$ cat src/hw/rtl/pbsl_pkg.sv
// Package with shared types, constants and the band table lookup for the PLL serial loader.
package pbsl_pkg;

   localparam int unsigned FreqWidthDef  = 19;
   localparam int unsigned RefWidthDef   = 14;
   localparam int unsigned NWidthDef     = 10;
   localparam int unsigned AWidthDef     = 7;
   localparam int unsigned QueueDepthDef = 4;

   // Configuration port layout.
   localparam int unsigned CsrIndexWidth = 2;
   localparam int unsigned CsrDataWidth  = 16;
   localparam int unsigned RefCountWidth = 14;
   localparam logic [RefCountWidth-1:0] RefCountReset = 14'd1024;

   typedef enum logic [CsrIndexWidth-1:0] {
      CSR_BAND_PLAN = 2'd0,
      CSR_REF_COUNT = 2'd1
   } csr_index_type;

   typedef enum logic {
      PLAN_VHF = 1'b0,
      PLAN_UHF = 1'b1
   } band_plan_type;

   // Width of the remainder f mod 1000 and of the exact A value.
   localparam int unsigned RemWidth  = 10;
   localparam int unsigned AExtWidth = 7;

   // Band edges in kHz.
   localparam logic [31:0] VhfTop   = 32'd174000;
   localparam logic [31:0] VhfEdge2 = 32'd166000;
   localparam logic [31:0] VhfEdge1 = 32'd158000;
   localparam logic [31:0] VhfEdge0 = 32'd152000;
   localparam logic [31:0] VhfBot   = 32'd134000;
   localparam logic [31:0] UhfTop   = 32'd470000;
   localparam logic [31:0] UhfEdge2 = 32'd455000;
   localparam logic [31:0] UhfEdge1 = 32'd430000;
   localparam logic [31:0] UhfEdge0 = 32'd418000;
   localparam logic [31:0] UhfBot   = 32'd406000;

   // Per-item control that travels from the front end to the serializer.
   typedef struct packed {
      logic       changed;
      logic [1:0] band;
   } item_ctrl_type;

   // Picks the band select bits, keeping the old ones when no range matches.
   function automatic logic [1:0] pick_band(logic plan, logic [31:0] f, logic [1:0] old);
      logic [1:0] b;
      b = old;
      if (plan == PLAN_VHF) begin
         if (f >= VhfEdge2 && f < VhfTop)   b = 2'd0;
         if (f >= VhfEdge1 && f < VhfEdge2) b = 2'd1;
         if (f >= VhfEdge0 && f < VhfEdge1) b = 2'd2;
         if (f >= VhfBot   && f < VhfEdge0) b = 2'd3;
      end else begin
         if (f >= UhfEdge2 && f < UhfTop)   b = 2'd0;
         if (f >= UhfEdge1 && f < UhfEdge2) b = 2'd1;
         if (f >= UhfEdge0 && f < UhfEdge1) b = 2'd2;
         if (f >= UhfBot   && f < UhfEdge0) b = 2'd3;
      end
      return b;
   endfunction

endpackage

$ cat src/hw/rtl/pbsl_intf.sv
// Channel interfaces for the request, response and configuration ports.
interface pbsl_req_if #(
   parameter int unsigned FreqWidth = pbsl_pkg::FreqWidthDef
) ();
   logic                 valid;
   logic                 ready;
   logic [FreqWidth-1:0] frequency_khz;
   modport source (output valid, output frequency_khz, input ready);
   modport sink (input valid, input frequency_khz, output ready);
endinterface

interface pbsl_rsp_if ();
   logic valid;
   logic ready;
   logic serial_bit;
   logic bit_valid;
   logic latch_after;
   logic select_line;
   logic band_sel_low;
   logic band_sel_high;
   logic last;
   modport source (output valid, output serial_bit, output bit_valid, output latch_after,
                   output select_line, output band_sel_low, output band_sel_high,
                   output last, input ready);
   modport sink (input valid, input serial_bit, input bit_valid, input latch_after,
                 input select_line, input band_sel_low, input band_sel_high,
                 input last, output ready);
endinterface

interface pbsl_csr_if ();
   logic                                valid;
   logic                                ready;
   logic [pbsl_pkg::CsrIndexWidth-1:0] index;
   logic [pbsl_pkg::CsrDataWidth-1:0]  data;
   modport source (output valid, output index, output data, input ready);
   modport sink (input valid, input index, input data, output ready);
endinterface

$ cat src/hw/rtl/pbsl_front.sv
// Front end: accepts frequencies, picks the band, detects changes and computes N and A.
module pbsl_front #(
   parameter int unsigned FreqWidth = pbsl_pkg::FreqWidthDef,
   parameter int unsigned NWidth    = pbsl_pkg::NWidthDef,
   parameter int unsigned AWidth    = pbsl_pkg::AWidthDef
) (
   input  logic                    clock,
   input  logic                    reset,
   pbsl_req_if.sink                req_chan,
   input  logic                    band_plan,
   output logic                    push_valid,
   input  logic                    push_ready,
   output pbsl_pkg::item_ctrl_type push_ctrl,
   output logic [NWidth-1:0]       push_n,
   output logic [AWidth-1:0]       push_a
);

   // f/1000 is (f>>3)/125, done as a multiply by a rounded-up reciprocal.
   localparam int unsigned DivW   = FreqWidth - 3;
   localparam int unsigned NqW    = DivW - 6;
   localparam int unsigned ProdW  = 2 * DivW + 1;
   localparam logic [DivW:0] NMagic =
      (DivW+1)'(((64'd1 << (DivW + 7)) + 64'd124) / 64'd125);
   localparam logic [FreqWidth-1:0] Thousand = FreqWidth'(1000);
   // floor(x/25) for x below 2048 is (x * 2622) >> 16.
   localparam logic [11:0] AMagic = 12'd2622;

   logic                 enable;
   logic                 accept;
   logic [1:0]           band_new;

   logic [FreqWidth-1:0] prev_ff, prev_in;
   logic [1:0]           band_ff, band_in;

   logic                    s1_valid_ff, s2_valid_ff, s3_valid_ff;
   pbsl_pkg::item_ctrl_type s1_ctrl_ff, s2_ctrl_ff, s3_ctrl_ff;
   logic [FreqWidth-1:0]    s1_freq_ff, s2_freq_ff;
   logic [NqW-1:0]          s2_n_ff, s3_n_ff;
   logic [pbsl_pkg::RemWidth-1:0] s3_rem_ff;

   logic [ProdW-1:0]     n_prod;
   logic [FreqWidth-1:0] rem_full;
   logic [22:0]          a_prod;
   logic [pbsl_pkg::AExtWidth-1:0] a_val;
   logic [NqW+NWidth-1:0] n_ext;
   logic [pbsl_pkg::AExtWidth+AWidth-1:0] a_ext;

   assign enable          = !s3_valid_ff || push_ready;
   assign req_chan.ready  = enable;
   assign accept          = req_chan.valid && enable;

   assign band_new = pbsl_pkg::pick_band(band_plan, 32'(req_chan.frequency_khz), band_ff);
   assign band_in  = accept ? band_new : band_ff;
   assign prev_in  = accept ? req_chan.frequency_khz : prev_ff;

   assign n_prod   = {{(DivW+1){1'b0}}, s1_freq_ff[FreqWidth-1:3]} * {{DivW{1'b0}}, NMagic};
   assign rem_full = s2_freq_ff - FreqWidth'(s2_n_ff) * Thousand;
   assign a_prod   = {12'd0, s3_rem_ff, 1'b0} * {11'd0, AMagic};
   assign a_val    = a_prod[22:16];

   assign n_ext = {{NWidth{1'b0}}, s3_n_ff};
   assign a_ext = {{AWidth{1'b0}}, a_val};

   assign push_valid = s3_valid_ff;
   assign push_ctrl  = s3_ctrl_ff;
   assign push_n     = n_ext[NWidth-1:0];
   assign push_a     = a_ext[AWidth-1:0];

   always_ff @(posedge clock) begin
      if (reset) begin
         prev_ff     <= '0;
         band_ff     <= '0;
         s1_valid_ff <= 1'b0;
         s2_valid_ff <= 1'b0;
         s3_valid_ff <= 1'b0;
      end else begin
         prev_ff <= prev_in;
         band_ff <= band_in;
         if (enable) begin
            s1_valid_ff <= accept;
            s2_valid_ff <= s1_valid_ff;
            s3_valid_ff <= s2_valid_ff;
         end
      end
   end

   always_ff @(posedge clock) begin
      if (enable) begin
         s1_ctrl_ff.changed <= req_chan.frequency_khz != prev_ff;
         s1_ctrl_ff.band    <= band_new;
         s1_freq_ff         <= req_chan.frequency_khz;
         s2_ctrl_ff         <= s1_ctrl_ff;
         s2_freq_ff         <= s1_freq_ff;
         s2_n_ff            <= n_prod[DivW+7 +: NqW];
         s3_ctrl_ff         <= s2_ctrl_ff;
         s3_n_ff            <= s2_n_ff;
         s3_rem_ff          <= rem_full[pbsl_pkg::RemWidth-1:0];
      end
   end

endmodule

$ cat src/hw/rtl/pbsl_fifo.sv
// Small first-in first-out queue between the front end and the serializer.
module pbsl_fifo #(
   parameter int unsigned DataWidth = 8,
   parameter int unsigned Depth     = pbsl_pkg::QueueDepthDef
) (
   input  logic                 clock,
   input  logic                 reset,
   input  logic                 push,
   input  logic [DataWidth-1:0] push_data,
   output logic                 full,
   input  logic                 pop,
   output logic [DataWidth-1:0] pop_data,
   output logic                 empty
);

   localparam int unsigned PtrW = (Depth > 1) ? $clog2(Depth) : 1;
   localparam int unsigned CntW = $clog2(Depth + 1);
   localparam logic [PtrW-1:0] LastPtr = PtrW'(Depth - 1);
   localparam logic [CntW-1:0] FullCnt = CntW'(Depth);

   logic [DataWidth-1:0] mem [Depth];
   logic [PtrW-1:0]      wr_ptr_ff, rd_ptr_ff;
   logic [CntW-1:0]      count_ff;
   logic                 do_push, do_pop;

   assign full     = count_ff == FullCnt;
   assign empty    = count_ff == '0;
   assign do_push  = push && !full;
   assign do_pop   = pop && !empty;
   assign pop_data = mem[rd_ptr_ff];

   always_ff @(posedge clock) begin
      if (do_push) begin
         mem[wr_ptr_ff] <= push_data;
      end
   end

   always_ff @(posedge clock) begin
      if (reset) begin
         wr_ptr_ff <= '0;
         rd_ptr_ff <= '0;
         count_ff  <= '0;
      end else begin
         if (do_push) begin
            wr_ptr_ff <= (wr_ptr_ff == LastPtr) ? '0 : wr_ptr_ff + 1'b1;
         end
         if (do_pop) begin
            rd_ptr_ff <= (rd_ptr_ff == LastPtr) ? '0 : rd_ptr_ff + 1'b1;
         end
         if (do_push && !do_pop) begin
            count_ff <= count_ff + 1'b1;
         end else if (do_pop && !do_push) begin
            count_ff <= count_ff - 1'b1;
         end
      end
   end

endmodule

$ cat src/hw/rtl/pbsl_back.sv
// Serializer: turns queued items into one response transaction per shifted bit, or one band-only transaction.
module pbsl_back #(
   parameter int unsigned RefWidth = pbsl_pkg::RefWidthDef,
   parameter int unsigned NWidth   = pbsl_pkg::NWidthDef,
   parameter int unsigned AWidth   = pbsl_pkg::AWidthDef
) (
   input  logic                                  clock,
   input  logic                                  reset,
   input  logic                                  item_valid,
   output logic                                  item_pop,
   input  pbsl_pkg::item_ctrl_type               item_ctrl,
   input  logic [NWidth-1:0]                     item_n,
   input  logic [AWidth-1:0]                     item_a,
   input  logic [pbsl_pkg::RefCountWidth-1:0]    ref_count,
   pbsl_rsp_if.source                            rsp_chan
);

   // Load word: reference, control 1, N, A, control 0.
   localparam int unsigned WordW = RefWidth + NWidth + AWidth + 2;
   localparam int unsigned IdxW  = $clog2(WordW);
   localparam logic [IdxW-1:0] LatchIdx = IdxW'(RefWidth);
   localparam logic [IdxW-1:0] LastIdx  = IdxW'(WordW - 1);

   logic [RefWidth+pbsl_pkg::RefCountWidth-1:0] ref_wide;
   logic [WordW-1:0] word;

   logic             active_ff, active_in;
   logic [WordW-1:0] shift_ff, shift_in;
   logic [IdxW-1:0]  idx_ff, idx_in;
   logic [1:0]       band_ff, band_in;

   logic rsp_valid_ff, rsp_valid_in;
   logic bit_ff, bit_in, bvalid_ff, bvalid_in, latch_ff, latch_in;
   logic sel_ff, sel_in, last_ff, last_in;
   logic [1:0] rband_ff, rband_in;

   logic            load_en;
   logic [IdxW-1:0] cur_idx;

   assign ref_wide = {{RefWidth{1'b0}}, ref_count};
   assign word     = {ref_wide[RefWidth-1:0], 1'b1, item_n, item_a, 1'b0};
   assign load_en  = !rsp_valid_ff || rsp_chan.ready;

   always_comb begin
      active_in    = active_ff;
      shift_in     = shift_ff;
      idx_in       = idx_ff;
      band_in      = band_ff;
      rsp_valid_in = rsp_valid_ff && !rsp_chan.ready;
      bit_in       = bit_ff;
      bvalid_in    = bvalid_ff;
      latch_in     = latch_ff;
      sel_in       = sel_ff;
      last_in      = last_ff;
      rband_in     = rband_ff;
      item_pop     = 1'b0;
      cur_idx      = idx_ff;
      if (load_en) begin
         if (active_ff) begin
            // Continue shifting the word of the current item.
            rsp_valid_in = 1'b1;
            bit_in       = shift_ff[WordW-1];
            bvalid_in    = 1'b1;
            latch_in     = (cur_idx == LatchIdx) || (cur_idx == LastIdx);
            sel_in       = cur_idx == LastIdx;
            last_in      = cur_idx == LastIdx;
            rband_in     = band_ff;
            shift_in     = shift_ff << 1;
            idx_in       = idx_ff + 1'b1;
            active_in    = cur_idx != LastIdx;
         end else if (item_valid) begin
            item_pop     = 1'b1;
            rsp_valid_in = 1'b1;
            rband_in     = item_ctrl.band;
            band_in      = item_ctrl.band;
            if (item_ctrl.changed) begin
               cur_idx   = '0;
               bit_in    = word[WordW-1];
               bvalid_in = 1'b1;
               latch_in  = cur_idx == LatchIdx;
               sel_in    = 1'b0;
               last_in   = 1'b0;
               shift_in  = word << 1;
               idx_in    = IdxW'(1);
               active_in = 1'b1;
            end else begin
               // Unchanged frequency: a single band-only transaction.
               bit_in    = 1'b0;
               bvalid_in = 1'b0;
               latch_in  = 1'b0;
               sel_in    = 1'b1;
               last_in   = 1'b1;
            end
         end else begin
            rsp_valid_in = 1'b0;
         end
      end
   end

   always_ff @(posedge clock) begin
      if (reset) begin
         active_ff    <= 1'b0;
         rsp_valid_ff <= 1'b0;
         idx_ff       <= '0;
      end else begin
         active_ff    <= active_in;
         rsp_valid_ff <= rsp_valid_in;
         idx_ff       <= idx_in;
      end
   end

   always_ff @(posedge clock) begin
      shift_ff  <= shift_in;
      band_ff   <= band_in;
      bit_ff    <= bit_in;
      bvalid_ff <= bvalid_in;
      latch_ff  <= latch_in;
      sel_ff    <= sel_in;
      last_ff   <= last_in;
      rband_ff  <= rband_in;
   end

   assign rsp_chan.valid         = rsp_valid_ff;
   assign rsp_chan.serial_bit    = bit_ff;
   assign rsp_chan.bit_valid     = bvalid_ff;
   assign rsp_chan.latch_after   = latch_ff;
   assign rsp_chan.select_line   = sel_ff;
   assign rsp_chan.band_sel_low  = rband_ff[0];
   assign rsp_chan.band_sel_high = rband_ff[1];
   assign rsp_chan.last          = last_ff;

endmodule

$ cat src/hw/rtl/pll_band_select_serial_loader_top.sv
// Top level of the PLL band select and serial loader with its configuration registers.
//
//   Channel   Direction  Payload                                   Transaction
//   req_chan  in         frequency_khz                             one frequency
//   rsp_chan  out        serial_bit, bit_valid, latch_after,       one serial bit or
//                        select_line, band_sel_low/high, last      one band-only result
//   csr_chan  in         index, data                               one register write
//
// A changed frequency yields RefWidth + NWidth + AWidth + 2 (33 by default) response
// transactions from the serializer's one-bit-per-cycle shift register, one per cycle
// while rsp_chan.ready is high. An unchanged frequency yields one transaction.
// The front end passes requests through s1, s2, s3 to the queue, accepting until the
// queue fills, and the queue lets the serializer stall on rsp_chan.ready independently.
// Synchronous active-high reset clears all control state; csr_chan is always ready.
module pll_band_select_serial_loader_top #(
   parameter int unsigned FreqWidth  = pbsl_pkg::FreqWidthDef,
   parameter int unsigned RefWidth   = pbsl_pkg::RefWidthDef,
   parameter int unsigned NWidth     = pbsl_pkg::NWidthDef,
   parameter int unsigned AWidth     = pbsl_pkg::AWidthDef,
   parameter int unsigned QueueDepth = pbsl_pkg::QueueDepthDef
) (
   input  logic       clock,
   input  logic       reset,
   pbsl_req_if.sink   req_chan,
   pbsl_rsp_if.source rsp_chan,
   pbsl_csr_if.sink   csr_chan
);

   localparam int unsigned EntryW = 3 + NWidth + AWidth;

   logic                                band_plan_ff;
   logic [pbsl_pkg::RefCountWidth-1:0] ref_count_ff;

   logic                    push_valid, push_ready;
   pbsl_pkg::item_ctrl_type push_ctrl;
   logic [NWidth-1:0]       push_n;
   logic [AWidth-1:0]       push_a;

   logic                    q_full, q_empty, q_pop;
   logic [EntryW-1:0]       q_wdata, q_rdata;
   pbsl_pkg::item_ctrl_type item_ctrl;
   logic [NWidth-1:0]       item_n;
   logic [AWidth-1:0]       item_a;

   assign csr_chan.ready = 1'b1;

   always_ff @(posedge clock) begin
      if (reset) begin
         band_plan_ff <= pbsl_pkg::PLAN_VHF;
         ref_count_ff <= pbsl_pkg::RefCountReset;
      end else if (csr_chan.valid) begin
         unique case (csr_chan.index)
            pbsl_pkg::CSR_BAND_PLAN: band_plan_ff <= csr_chan.data[0];
            pbsl_pkg::CSR_REF_COUNT: ref_count_ff <= csr_chan.data[pbsl_pkg::RefCountWidth-1:0];
            default: ;
         endcase
      end
   end

   pbsl_front #(
      .FreqWidth (FreqWidth),
      .NWidth    (NWidth),
      .AWidth    (AWidth)
   ) u_front (
      .clock      (clock),
      .reset      (reset),
      .req_chan   (req_chan),
      .band_plan  (band_plan_ff),
      .push_valid (push_valid),
      .push_ready (push_ready),
      .push_ctrl  (push_ctrl),
      .push_n     (push_n),
      .push_a     (push_a)
   );

   assign push_ready = !q_full;
   assign q_wdata    = {push_ctrl, push_n, push_a};
   assign item_ctrl  = q_rdata[EntryW-1 -: 3];
   assign item_n     = q_rdata[AWidth +: NWidth];
   assign item_a     = q_rdata[AWidth-1:0];

   pbsl_fifo #(
      .DataWidth (EntryW),
      .Depth     (QueueDepth)
   ) u_fifo (
      .clock     (clock),
      .reset     (reset),
      .push      (push_valid),
      .push_data (q_wdata),
      .full      (q_full),
      .pop       (q_pop),
      .pop_data  (q_rdata),
      .empty     (q_empty)
   );

   pbsl_back #(
      .RefWidth (RefWidth),
      .NWidth   (NWidth),
      .AWidth   (AWidth)
   ) u_back (
      .clock      (clock),
      .reset      (reset),
      .item_valid (!q_empty),
      .item_pop   (q_pop),
      .item_ctrl  (item_ctrl),
      .item_n     (item_n),
      .item_a     (item_a),
      .ref_count  (ref_count_ff),
      .rsp_chan   (rsp_chan)
   );

endmodule
$ cat src/flat_wrapper.sv
// flat-port wrapper written by rule: the top's interface ports become plain ports
module pll_band_select_serial_loader_top_flat 
#(
   parameter int unsigned FreqWidth  = pbsl_pkg::FreqWidthDef,
   parameter int unsigned RefWidth   = pbsl_pkg::RefWidthDef,
   parameter int unsigned NWidth     = pbsl_pkg::NWidthDef,
   parameter int unsigned AWidth     = pbsl_pkg::AWidthDef,
   parameter int unsigned QueueDepth = pbsl_pkg::QueueDepthDef
)
  (clock, reset, req_chan_valid, req_chan_frequency_khz, req_chan_ready, rsp_chan_valid, rsp_chan_serial_bit, rsp_chan_bit_valid, rsp_chan_latch_after, rsp_chan_select_line, rsp_chan_band_sel_low, rsp_chan_band_sel_high, rsp_chan_last, rsp_chan_ready, csr_chan_valid, csr_chan_index, csr_chan_data, csr_chan_ready);
  pbsl_req_if #(.FreqWidth(FreqWidth)) req_chan_i ();
  pbsl_rsp_if rsp_chan_i ();
  pbsl_csr_if csr_chan_i ();
  input  logic clock;
  input  logic reset;
  input wire logic [$bits(req_chan_i.valid)-1:0] req_chan_valid;
  input wire logic [$bits(req_chan_i.frequency_khz)-1:0] req_chan_frequency_khz;
  output wire logic [$bits(req_chan_i.ready)-1:0] req_chan_ready;
  output wire logic [$bits(rsp_chan_i.valid)-1:0] rsp_chan_valid;
  output wire logic [$bits(rsp_chan_i.serial_bit)-1:0] rsp_chan_serial_bit;
  output wire logic [$bits(rsp_chan_i.bit_valid)-1:0] rsp_chan_bit_valid;
  output wire logic [$bits(rsp_chan_i.latch_after)-1:0] rsp_chan_latch_after;
  output wire logic [$bits(rsp_chan_i.select_line)-1:0] rsp_chan_select_line;
  output wire logic [$bits(rsp_chan_i.band_sel_low)-1:0] rsp_chan_band_sel_low;
  output wire logic [$bits(rsp_chan_i.band_sel_high)-1:0] rsp_chan_band_sel_high;
  output wire logic [$bits(rsp_chan_i.last)-1:0] rsp_chan_last;
  input wire logic [$bits(rsp_chan_i.ready)-1:0] rsp_chan_ready;
  input wire logic [$bits(csr_chan_i.valid)-1:0] csr_chan_valid;
  input wire logic [$bits(csr_chan_i.index)-1:0] csr_chan_index;
  input wire logic [$bits(csr_chan_i.data)-1:0] csr_chan_data;
  output wire logic [$bits(csr_chan_i.ready)-1:0] csr_chan_ready;
  assign req_chan_i.valid = req_chan_valid;
  assign req_chan_i.frequency_khz = req_chan_frequency_khz;
  assign req_chan_ready = req_chan_i.ready;
  assign rsp_chan_valid = rsp_chan_i.valid;
  assign rsp_chan_serial_bit = rsp_chan_i.serial_bit;
  assign rsp_chan_bit_valid = rsp_chan_i.bit_valid;
  assign rsp_chan_latch_after = rsp_chan_i.latch_after;
  assign rsp_chan_select_line = rsp_chan_i.select_line;
  assign rsp_chan_band_sel_low = rsp_chan_i.band_sel_low;
  assign rsp_chan_band_sel_high = rsp_chan_i.band_sel_high;
  assign rsp_chan_last = rsp_chan_i.last;
  assign rsp_chan_i.ready = rsp_chan_ready;
  assign csr_chan_i.valid = csr_chan_valid;
  assign csr_chan_i.index = csr_chan_index;
  assign csr_chan_i.data = csr_chan_data;
  assign csr_chan_ready = csr_chan_i.ready;
  pll_band_select_serial_loader_top #(.FreqWidth(FreqWidth), .RefWidth(RefWidth), .NWidth(NWidth), .AWidth(AWidth), .QueueDepth(QueueDepth)) u_core (.clock(clock), .reset(reset), .req_chan(req_chan_i), .rsp_chan(rsp_chan_i), .csr_chan(csr_chan_i));
endmodule
$ cat config.mk
export PLATFORM = sky130hd
export DESIGN_NAME = pll_band_select_serial_loader_top_flat
export DESIGN_NICKNAME = d
export VERILOG_FILES = /design/src/hw/rtl/pbsl_pkg.sv /design/src/hw/rtl/pbsl_intf.sv /design/src/hw/rtl/pbsl_front.sv /design/src/hw/rtl/pbsl_fifo.sv /design/src/hw/rtl/pbsl_back.sv /design/src/hw/rtl/pll_band_select_serial_loader_top.sv /design/src/flat_wrapper.sv
export SDC_FILE = /design/constraint.sdc
export NUM_CORES = 1
export LEC_CHECK = 0
export BUFFER_PORTS_ARGS = -buffer_cell sky130_fd_sc_hd__buf_2
export CORE_AREA = 2 2 213 110
export DETAILED_ROUTE_END_ITERATION = 10
export DIE_AREA = 0 0 215 112
export PLACE_DENSITY = 0.86
export SYNTH_ARGS = -nofsm -noshare
export SYNTH_HDL_FRONTEND = slang
export SYNTH_SLANG_ARGS = --single-unit
$ cat constraint.sdc
create_clock -name clock -period 13.9 [get_ports clock]
set_clock_uncertainty 0.15 [all_clocks]
set_input_delay 2.085 -clock clock [delete_from_list [all_inputs] [get_ports clock]]
set_output_delay 2.085 -clock clock [all_outputs]
set_load 0.05 [all_outputs]
==> results by group, run 1 <==
Routing
  • DR vias: 8,992
  • DR vias/cell: 5.87
  • Drt first pass iters: 5
  • Drt drc: 0
  • Antenna viol nets, final: 0
  • WL per Instance: 18.6 µm
  • Drt first-iter violations: 654
  • Routed WL: 28,500 µm

Worst setup path
  • Worst path slowest cell: edfxtp_1
  • Critical Path Sink Type: register
  • Peak fanout along the critical path: 9
  • WP data arrival: 6.07 ns
  • CP Launch Type: register
  • Worst R2R End: u_core.u_front.s2_n_ff[9]
  • Crit path launch: u_core.u_front.s1_freq_ff[5]
  • Worst-case reg-to-reg path depth: 16
  • WP data required: 14.02 ns
  • Crit path top cell by count: ha_1
  • Critical path class: register to register
  • Reg2reg start: u_core.u_front.s1_freq_ff[5]
  • Crit-path max cell delay: 0.63 ns
  • Internal reg-to-reg setup slack: 7.95 ns
  • Worst path cell trace: ha_1 -> ha_1 -> fa_1 -> fa_1 -> ha_1 -> inv_1 -> fa_1 -> inv_1 -> ha_1 -> and4_1 -> a21o_1 -> a211oi_1 -> o21ai_2 -> a41o_1 -> a211oi_1 -> nor2_1

Timing
  • Hold slack: 0.272 ns
  • Period utilisation layout: 0.428
  • Final-report max-slew violation count: 0
  • Tmin final: 5.95 ns
  • Worst slew pin tran: 1.23 ns
  • FMAX: 168 MHz
  • RSZ-0062 raised after global routing: no
  • Setup_tns: 0 ns
  • Slew headroom: 0.177
  • Final hold viol count: 0
  • Final setup fails: 0

Yosys
  • EDFF count, synth: 187
  • Flops & latches, synth: 243
  • Yosys top cell area share: 0.376
  • Seq/Total Area, Yosys: 0.452
  • Async SR Flop Fraction: 0
  • Post-synth cell types: 68
  • Cell Area, Synth: 14,900 µm²
  • Syn Nets: 1,517
  • Syn_area_per_cell: 12.7 µm²
  • Cell count after synthesis: 1,179
  • Cell with the most instances after synthesis: ha_1
  • Most frequent cells after synthesis: ha_1 (227), edfxtp_1 (187), inv_1 (129)
  • Synth area leader: edfxtp_1
  • Synth Warn #: 0
  • Primary FF master, synth: edfxtp_1
  • Synth area leaders: edfxtp_1 (38%), ha_1 (19%), fa_1 (9.3%)

Floorplan
  • Die X: 215 µm
  • Die Y: 112 µm
  • Die area: 24,100 µm²
  • Row cnt: 39
  • Initial core utilization: 0.668
  • I/O pins: 52
  • Floorplan core area: 22,300 µm²

GRT
  • First-pass GRT wire length: 47,600 µm
  • Gr ovfl total: 0
  • Number of global-route vias before repair: 9,461
  • Largest net degree at the start of global routing: 73
  • Total GRT Usage: 0.250
  • Initial antenna violation count: 0

Clock network
  • Inserted Clock Buffers: 21
  • Clk root buf: clkbuf_16
  • CTS tree: built
  • TritonCTS Sinks: 243
  • Postcts setup bufs: 0
  • Maximum clock insertion buffer count: 3
  • Post-CTS Resized: 0
  • Clk_lat worst skew: 0.52 ns
  • H-tree Lvls: 1
  • Hold-fix buffers, CTS: 0
  • Clk pin slew, worst setup/hold paths: 0.07 ns

Place
  • Routability cong.: 0.880
  • Placed Cells: 1,494
  • IO Port Bufs: 48
  • DP Wirelength: 20,600 µm

Hold path
  • Hold path cells: 0
  • Hold WC Path Type: register to register
  • Worst Hold Endpoint: u_core.u_front.s2_freq_ff[2]
  • Worst Min Path Start: u_core.u_front.s1_freq_ff[2]

Final layout
  • Area grow syn2layout: 7.90%
  • Final layout net count: 1,548
  • Fin util: 0.720
  • Non-filler instance count after layout: 1,531
  • Antenna cell count: 0
  • Share of cells above drive strength 1: 0.124

Status
  • Outcome: finished clean

Flow run
  • Max Cap Violations: 0
[registers in the layout, summed over array words and instances (netlist names), 2 cells and up, named ones only]
signal                     flops
u_core.ref_count_ff           14
u_core.u_back.band_ff          2
u_core.u_back.idx_ff           6
u_core.u_back.rband_ff         2
u_core.u_back.shift_ff        31
u_core.u_fifo.count_ff         3
u_core.u_fifo.mem             80
u_core.u_fifo.rd_ptr_ff        2
u_core.u_fifo.wr_ptr_ff        2
u_core.u_front.band_ff         2
u_core.u_front.prev_ff        19
u_core.u_front.push_ctrl       3
u_core.u_front.push_n         10
u_core.u_front.s1_ctrl_ff      3
u_core.u_front.s1_freq_ff     19
u_core.u_front.s2_ctrl_ff      3
u_core.u_front.s2_freq_ff     10
u_core.u_front.s2_n_ff        10
u_core.u_front.s3_rem_ff      10
[logic make-up (layout without fill, tap and decap cells)]
group / Yosys count / in the layout / share of synthesized area
adders and majority gates: 296 / 296 / 0.283
xor gates and xnor gates: 54 / 54 / 0.0317
AOI/OAI and AO/OA: 148 / 148 / 0.0647
DFF: 243 / 243 / 0.452
buffers and inverters: 173 / 218 / 0.0450
muxes: 55 / 55 / 0.0563
other: 1 / 1 / 0.000251
and+or+nand+nor: 209 / 209 / 0.0675
[how the worst max path moves through the flow]
stage / cells after the start / endpoint
5_1_grt: 17 / u_core.u_fifo.mem[0][5]
3_3_place_gp: 16 / u_core.u_front.s2_n_ff[6]
2_1_floorplan: 17 / u_core.u_fifo.mem[0][5]
3_5_place_dp: 16 / u_core.u_front.s2_n_ff[7]
4_1_cts: 16 / u_core.u_front.s2_n_ff[9]
6_report: 16 / u_core.u_front.s2_n_ff[9]
[layout make-up]
type,count,area [µm²]
multi-input cells,763,7510
flip-flops and latches,243,6740
fillers,1499,6250
clock buffers,29,607
inverters,129,484
well taps,307,384
repair buffers,52,270
clock inverters,8,104
[stage by stage]
stage | cell area [µm²] | setup WS, ns
after floorplan | 14900 | 8.65
after global placement | 15400 | 8.15
after detailed placement | 15400 | 8.04
after CTS | 16100 | 8.02
after global routing | 16100 | 7.57
final | 16100 | 7.95
[layer usage]
| metal | GRT usage | up-vias | share of wire |
|---|---|---|---|
| li1 | - | 4264 | - |
| met1 | 0.366 | 4400 | 0.47 |
| met2 | 0.401 | 292 | 0.45 |
| met3 | 0.0462 | 36 | 0.069 |
| met4 | 0.0409 | 0 | 0.012 |
| met5 | 0 | - | 0 |
[cells in the final DEF, fill, tap and decap left out, types with 27 or more instances in the layout]
master	synthesis	layout
dfxtp_1	56	55
mux2_2	31	31
nor2_1	27	27
nand2_1	94	94
xnor2_1	39	39
a21oi_1	62	62
buf_2	6	48
ha_1	227	227
fa_1	69	69
inv_1	129	128
edfxtp_1	187	187
[critical path: cells and delay by family, from the launching register on]
family | cells | cell delay (ns)
compound gates | 5 | 1.72
fa+ha+maj | 7 | 2.79
buf+inv | 2 | 0.10
flops | 1 | 0.63
simple gates | 2 | 0.32
Power of run 1 is not shown: default switching activity piles up to over one toggle a cycle in this logic, so the estimate is an artifact.
==> run 2: changes to the inputs <==
ABC_AREA = 1   (was default)
CORE_AREA = 2 2 227 117   (was 2 2 213 110)
DIE_AREA = 0 0 229 119   (was 0 0 215 112)
PLACE_DENSITY = 0.81   (was 0.86)
clock period = 5.9 ns   (was 13.9 ns; I/O delays follow)
==> run 2 against run 1 <==
Critical path depth is 1 lower. First-iteration DRC count is 66% higher. Global-route usage is 2.2 points higher. Hold slack worse by 0.0018 ns. Via count is 29% higher. Area after synthesis is 7.1% higher.
==> results by group, run 2 <==
Final layout
  • Fillcell total: 1,963
  • Biggest register: u_core.u_fifo.mem
  • Area grow syn2layout: 8.01%
  • Fin util: 0.673
  • Commonest non-fill, non-tap cell in the layout: nand2_1
  • Footprint of the multi-input gates: 8250 µm²
  • Final layout net count: 2,019
  • Non-filler instance count after layout: 2,047
  • Largest registers: u_core.u_fifo.mem: 80 flops, u_core.u_back.shift_ff: 31 flops
  • Post-route cell area: 17,300 µm²
  • Share of cells above drive strength 1: 0.0702
  • Max reg flops: 80
  • Antenna cell count: 0
  • Most frequent cells in the layout: nand2_1 (232), ha_1 (227), inv_1 (219)
  • Sequential cell area: 6740 µm²

Yosys
  • Cell Area, Synth: 16,000 µm²
  • Seq/Total Area, Yosys: 0.421
  • Synth Warn #: 0
  • Cell with the most instances after synthesis: nand2_1
  • Syn Nets: 1,973
  • Post-synth cell types: 48
  • Primary FF master, synth: edfxtp_1
  • Async SR Flop Fraction: 0
  • Yosys top cell area share: 0.351
  • Flops & latches, synth: 243
  • Syn_area_per_cell: 9.78 µm²
  • Synth area leader: edfxtp_1
  • Cell count after synthesis: 1,635
  • Synth area leaders: edfxtp_1 (35%), ha_1 (18%), fa_1 (8.6%)
  • Most frequent cells after synthesis: nand2_1 (232), ha_1 (227), inv_1 (219)
  • EDFF count, synth: 187

Worst setup path
  • Peak fanout along the critical path: 5
  • CP Launch Type: register
  • Critical path class: register to register
  • WP data arrival: 5.18 ns
  • Reg2reg start: u_core.u_front.s3_rem_ff[7]
  • Critical Path Sink Type: register
  • WP data required: 6.03 ns
  • Worst-case reg-to-reg path depth: 15
  • Internal reg-to-reg setup slack: 0.85 ns
  • Worst R2R End: u_core.u_fifo.mem[0][1]

Routing
  • Antenna viol nets, final: 0
  • Drt first-iter violations: 1,085
  • WL per Instance: 17.7 µm
  • DR vias: 11,600
  • Drt first pass iters: 7
  • Drt drc: 0
  • Routed WL: 36,300 µm
  • DR vias/cell: 5.68

Clock network
  • Clk pin slew, worst setup/hold paths: 0.07 ns
  • Clk root buf: clkbuf_16
  • Maximum clock insertion buffer count: 3
  • TritonCTS Sinks: 243
  • Post-CTS Resized: 0
  • Hold-fix buffers, CTS: 0
  • Clk_lat worst skew: 0.52 ns
  • Postcts setup bufs: 0
  • CTS tree: built
  • Inserted Clock Buffers: 20
  • H-tree Lvls: 1

Floorplan
  • Die X: 229 µm
  • I/O pins: 52
  • Die Y: 119 µm
  • Floorplan core area: 25,600 µm²
  • Die area: 27,300 µm²
  • Initial core utilization: 0.623
  • Row cnt: 42

GRT
  • Total GRT Usage: 0.272
  • Number of global-route vias before repair: 11,300
  • First-pass GRT wire length: 58,500 µm
  • Largest net degree at the start of global routing: 74
  • Initial antenna violation count: 0
  • Gr ovfl total: 0

Timing
  • RSZ-0062 raised after global routing: no
  • Final-report max-slew violation count: 0
  • Slew headroom: 0.195
  • FMAX: 198 MHz
  • Tmin final: 5.05 ns
  • Period utilisation layout: 0.855
  • Setup_tns: 0 ns
  • Worst slew pin tran: 1.21 ns
  • Final hold viol count: 0
  • Final setup fails: 0

Hold path
  • Worst Min Path Start: u_core.u_front.s1_ctrl_ff[1]
  • Hold WC Path Type: register to register
  • Worst Hold Endpoint: u_core.u_front.s2_ctrl_ff[1]
  • Hold path cells: 0

Place
  • DP Wirelength: 26,600 µm
  • Instance area at placement: 16,600 µm²
  • Routability cong.: 0.956
  • IO Port Bufs: 48
  • Placed Cells: 2,011

Status
  • Outcome: finished clean

Flow run
  • Max Cap Violations: 0
-- run 2: cell count changes in the layout (fill, tap and decap cells not counted), sizes merged, moves of 13 or more --
cell,previous run,this run
mux4,20,0
nand3,14,44
inv,131,226
nor3,8,21
o21ai,21,121
nand2,94,237
nor2,27,200
mux2,31,0
xnor2,39,22
a21oi,62,92
a31oi,7,21
-- run 2: area by class of cell --
type | instances | area share
multi-input cells | 1132 | 0.478
flip-flops and latches | 243 | 0.390
inverters | 225 | 0.0491
clock buffers | 25 | 0.0325
well taps | 352 | 0.0255
repair buffers | 59 | 0.0187
clock inverters | 11 | 0.00638
-- run 2: metal layers --
metal	vias to the layer above	share of wire	track usage
met5	-	0	0
met4	0	0.011	0.0446
met3	43	0.094	0.0644
met2	490	0.42	0.410
met1	5508	0.47	0.407
li1	5585	-	-
-- run 2: through the flow --
step | hold WS [ns] | setup slack (ns)
finish | 0.270 | 0.853
global route | 0.275 | 0.422
CTS | 0.271 | 0.860
detailed placement | 0.255 | 0.886
global placement | 0.251 | 0.951
floorplan | 0.250 | 1.27
-- run 2: kinds of logic after synthesis --
group / count (synthesis) / synth area share
xor gates and xnor gates: 46 / 0.0252
adders and majority gates: 296 / 0.264
AOI/OAI and AO/OA: 262 / 0.0890
buffers and inverters: 260 / 0.0634
DFF: 243 / 0.421
other: 1 / 0.000235
and+or+nand+nor: 527 / 0.137
-- run 2: critical path, cell delays in order, from the launching register on --
cell and delay [ns]:
edfxtp_1 0.46, inv_1 0.13, fa_1 0.61, inv_1 0.09, fa_1 0.49, inv_1 0.06
fa_1 0.51, fa_1 0.54, inv_1 0.05, fa_1 0.46, ha_1 0.34, a21oi_1 0.21
o21ai_0 0.15, a21oi_1 0.15, nand2_1 0.10, xor2_1 0.33
-- run 2: worst max path at each step --
stage,start,to,slack [ns],cells after the start
after floorplan,u_core.u_front.s3_rem_ff[7],u_core.u_fifo.mem[0][4],1.27,17
after global placement,u_core.u_front.s3_rem_ff[7],u_core.u_fifo.mem[0][1],0.95,15
after detailed placement,u_core.u_front.s3_rem_ff[7],u_core.u_fifo.mem[0][1],0.89,15
after CTS,u_core.u_front.s3_rem_ff[7],u_core.u_fifo.mem[0][1],0.86,15
after global routing,u_core.u_front.s3_rem_ff[7],u_core.u_fifo.mem[0][5],0.42,15
final,u_core.u_front.s3_rem_ff[7],u_core.u_fifo.mem[0][1],0.85,15
Power of run 2 is left out for the same reason.
==> run 3: changes to the inputs <==
PLACE_DENSITY = 0.91   (was 0.81)
==> run 3 against run 2 <==
Register-to-register slack worse by 0.099 ns. Global-route usage is 0.89 points higher. Wire length is 4.9% higher. First-iteration DRC count is 27% higher. Final cell count hardly changed. Largest cell class unchanged.
==> results by group, run 3 (same netlist as run 2, synthesis figures left out) <==
GRT
  • Initial antenna violation count: 2
  • Total GRT Usage: 0.281
  • Largest net degree at the start of global routing: 74
  • Number of global-route vias before repair: 12,000
  • Gr ovfl total: 0
  • First-pass GRT wire length: 60,700 µm

Place
  • Routability cong.: 0.961
  • DP Wirelength: 27,100 µm
  • IO Port Bufs: 48

Hold path
  • Hold WC Path Type: register to register

Routing
  • DR vias/cell: 5.90
  • Drt drc: 0
  • Routed WL: 38,000 µm
  • DR vias: 12,100
  • Antenna viol nets, final: 0
  • WL per Instance: 18.6 µm
  • Drt first pass iters: 6
  • Drt first-iter violations: 1,380

Worst setup path
  • CP Launch Type: register
  • Peak fanout along the critical path: 5
  • Worst path slowest cell: fa_1
  • Crit path top cell by count: fa_1
  • Critical Path Sink Type: register
  • Worst path cell trace: inv_1 -> fa_1 -> inv_1 -> fa_1 -> inv_1 -> fa_1 -> fa_1 -> inv_1 -> fa_1 -> ha_1 -> nand2_1 -> o21ai_0 -> a21oi_1 -> nand2_1 -> nand3_1 -> nand2_1 -> xor2_1
  • Worst Path Buf+Inv: 4
  • WP data arrival: 5.30 ns
  • WP data required: 6.06 ns
  • Cell family with most CP delay: adder cells
  • Critical path class: register to register
  • Crit-path max cell delay: 0.62 ns

Timing
  • Period utilisation layout: 0.872
  • Final hold viol count: 0
  • FMAX: 194 MHz
  • Slew headroom: 0.132
  • Worst slew pin tran: 1.30 ns
  • Final setup fails: 0
  • Setup_tns: 0 ns
  • Final-report max-slew violation count: 0
  • Tmin final: 5.15 ns
  • RSZ-0062 raised after global routing: no

Floorplan
  • Floorplan core area: 25,600 µm²
  • Initial core utilization: 0.623
  • I/O pins: 52
  • Die area: 27,300 µm²
  • Row cnt: 42
  • Die X: 229 µm
  • Die Y: 119 µm

Final layout
  • Share of cells above drive strength 1: 0.0679
  • Max reg flops: 80
  • Most frequent cells in the layout: nand2_1 (232), ha_1 (227), inv_1 (219)
  • Commonest non-fill, non-tap cell in the layout: nand2_1
  • Largest registers: u_core.u_fifo.mem: 80 flops, u_core.u_back.shift_ff: 31 flops
  • Area grow syn2layout: 8.10%
  • Final layout net count: 2,016
  • Biggest register: u_core.u_fifo.mem

Clock network
  • Inserted Clock Buffers: 21
  • H-tree Lvls: 1
  • Maximum clock insertion buffer count: 3
  • Clk root buf: clkbuf_16
  • TritonCTS Sinks: 243
  • CTS tree: built
  • Postcts setup bufs: 0
  • Post-CTS Resized: 0
  • Clk_lat worst skew: 0.52 ns
  • Hold-fix buffers, CTS: 0
  • Clk pin slew, worst setup/hold paths: 0.07 ns

Status
  • Outcome: finished clean

Flow run
  • Max Cap Violations: 0
## run 3: cell types whose count changed in the layout (fill, tap and decap cells not counted), sizes merged
| cell | previous run | this run |
|---|---|---|
| buf | 59 | 55 |
| clkbuf | 25 | 29 |
| clkinv | 8 | 5 |
| diode | 0 | 1 |
| inv | 226 | 227 |
## run 3: metrics by stage
step | hold slack, ns | area [µm²] | utilization | setup WS [ns] | cells
2_1_floorplan | 0.250 | 16000 | - | 1.27 | 1635
3_3_place_gp | 0.251 | 16600 | 0.646 | 0.968 | 2007
3_5_place_dp | 0.255 | 16600 | 0.646 | 0.766 | 2007
4_1_cts | 0.270 | 17300 | 0.674 | 0.738 | 2045
5_1_grt | 0.279 | 17300 | 0.674 | 0.449 | 2045
6_report | 0.270 | 17300 | 0.674 | 0.755 | 2046
## run 3: area by class of cell
cell class	instances	area [µm²]
fillers	1818	8370
multi-input cells	1132	8250
flip-flops and latches	243	6740
inverters	225	847
clock buffers	29	608
well taps	352	440
repair buffers	55	293
clock inverters	9	105
diodes	1	2.50
## run 3: worst paths after layout
path                            depth (start not counted)                            to  slack (ns)                    startpoint
worst min register to register                          0  u_core.u_front.s2_freq_ff[1]        0.27  u_core.u_front.s1_freq_ff[1]
worst max register to register                         17       u_core.u_fifo.mem[3][4]        0.75   u_core.u_front.s3_rem_ff[7]
worst min-delay path                                    0  u_core.u_front.s2_freq_ff[1]        0.27  u_core.u_front.s1_freq_ff[1]
worst max-delay path                                   17       u_core.u_fifo.mem[3][4]        0.75   u_core.u_front.s3_rem_ff[7]
## run 3: per-layer routing
layer  vias to the layer above  global-route usage  routed length (µm)
li1                       5591                   -                   -
met1                      5691               0.399               16300
met2                       686               0.440               16900
met3                       104              0.0608                3920
met4                         2              0.0763                 945
met5                         -                   0                  13
Power of run 3 is left out for the same reason.
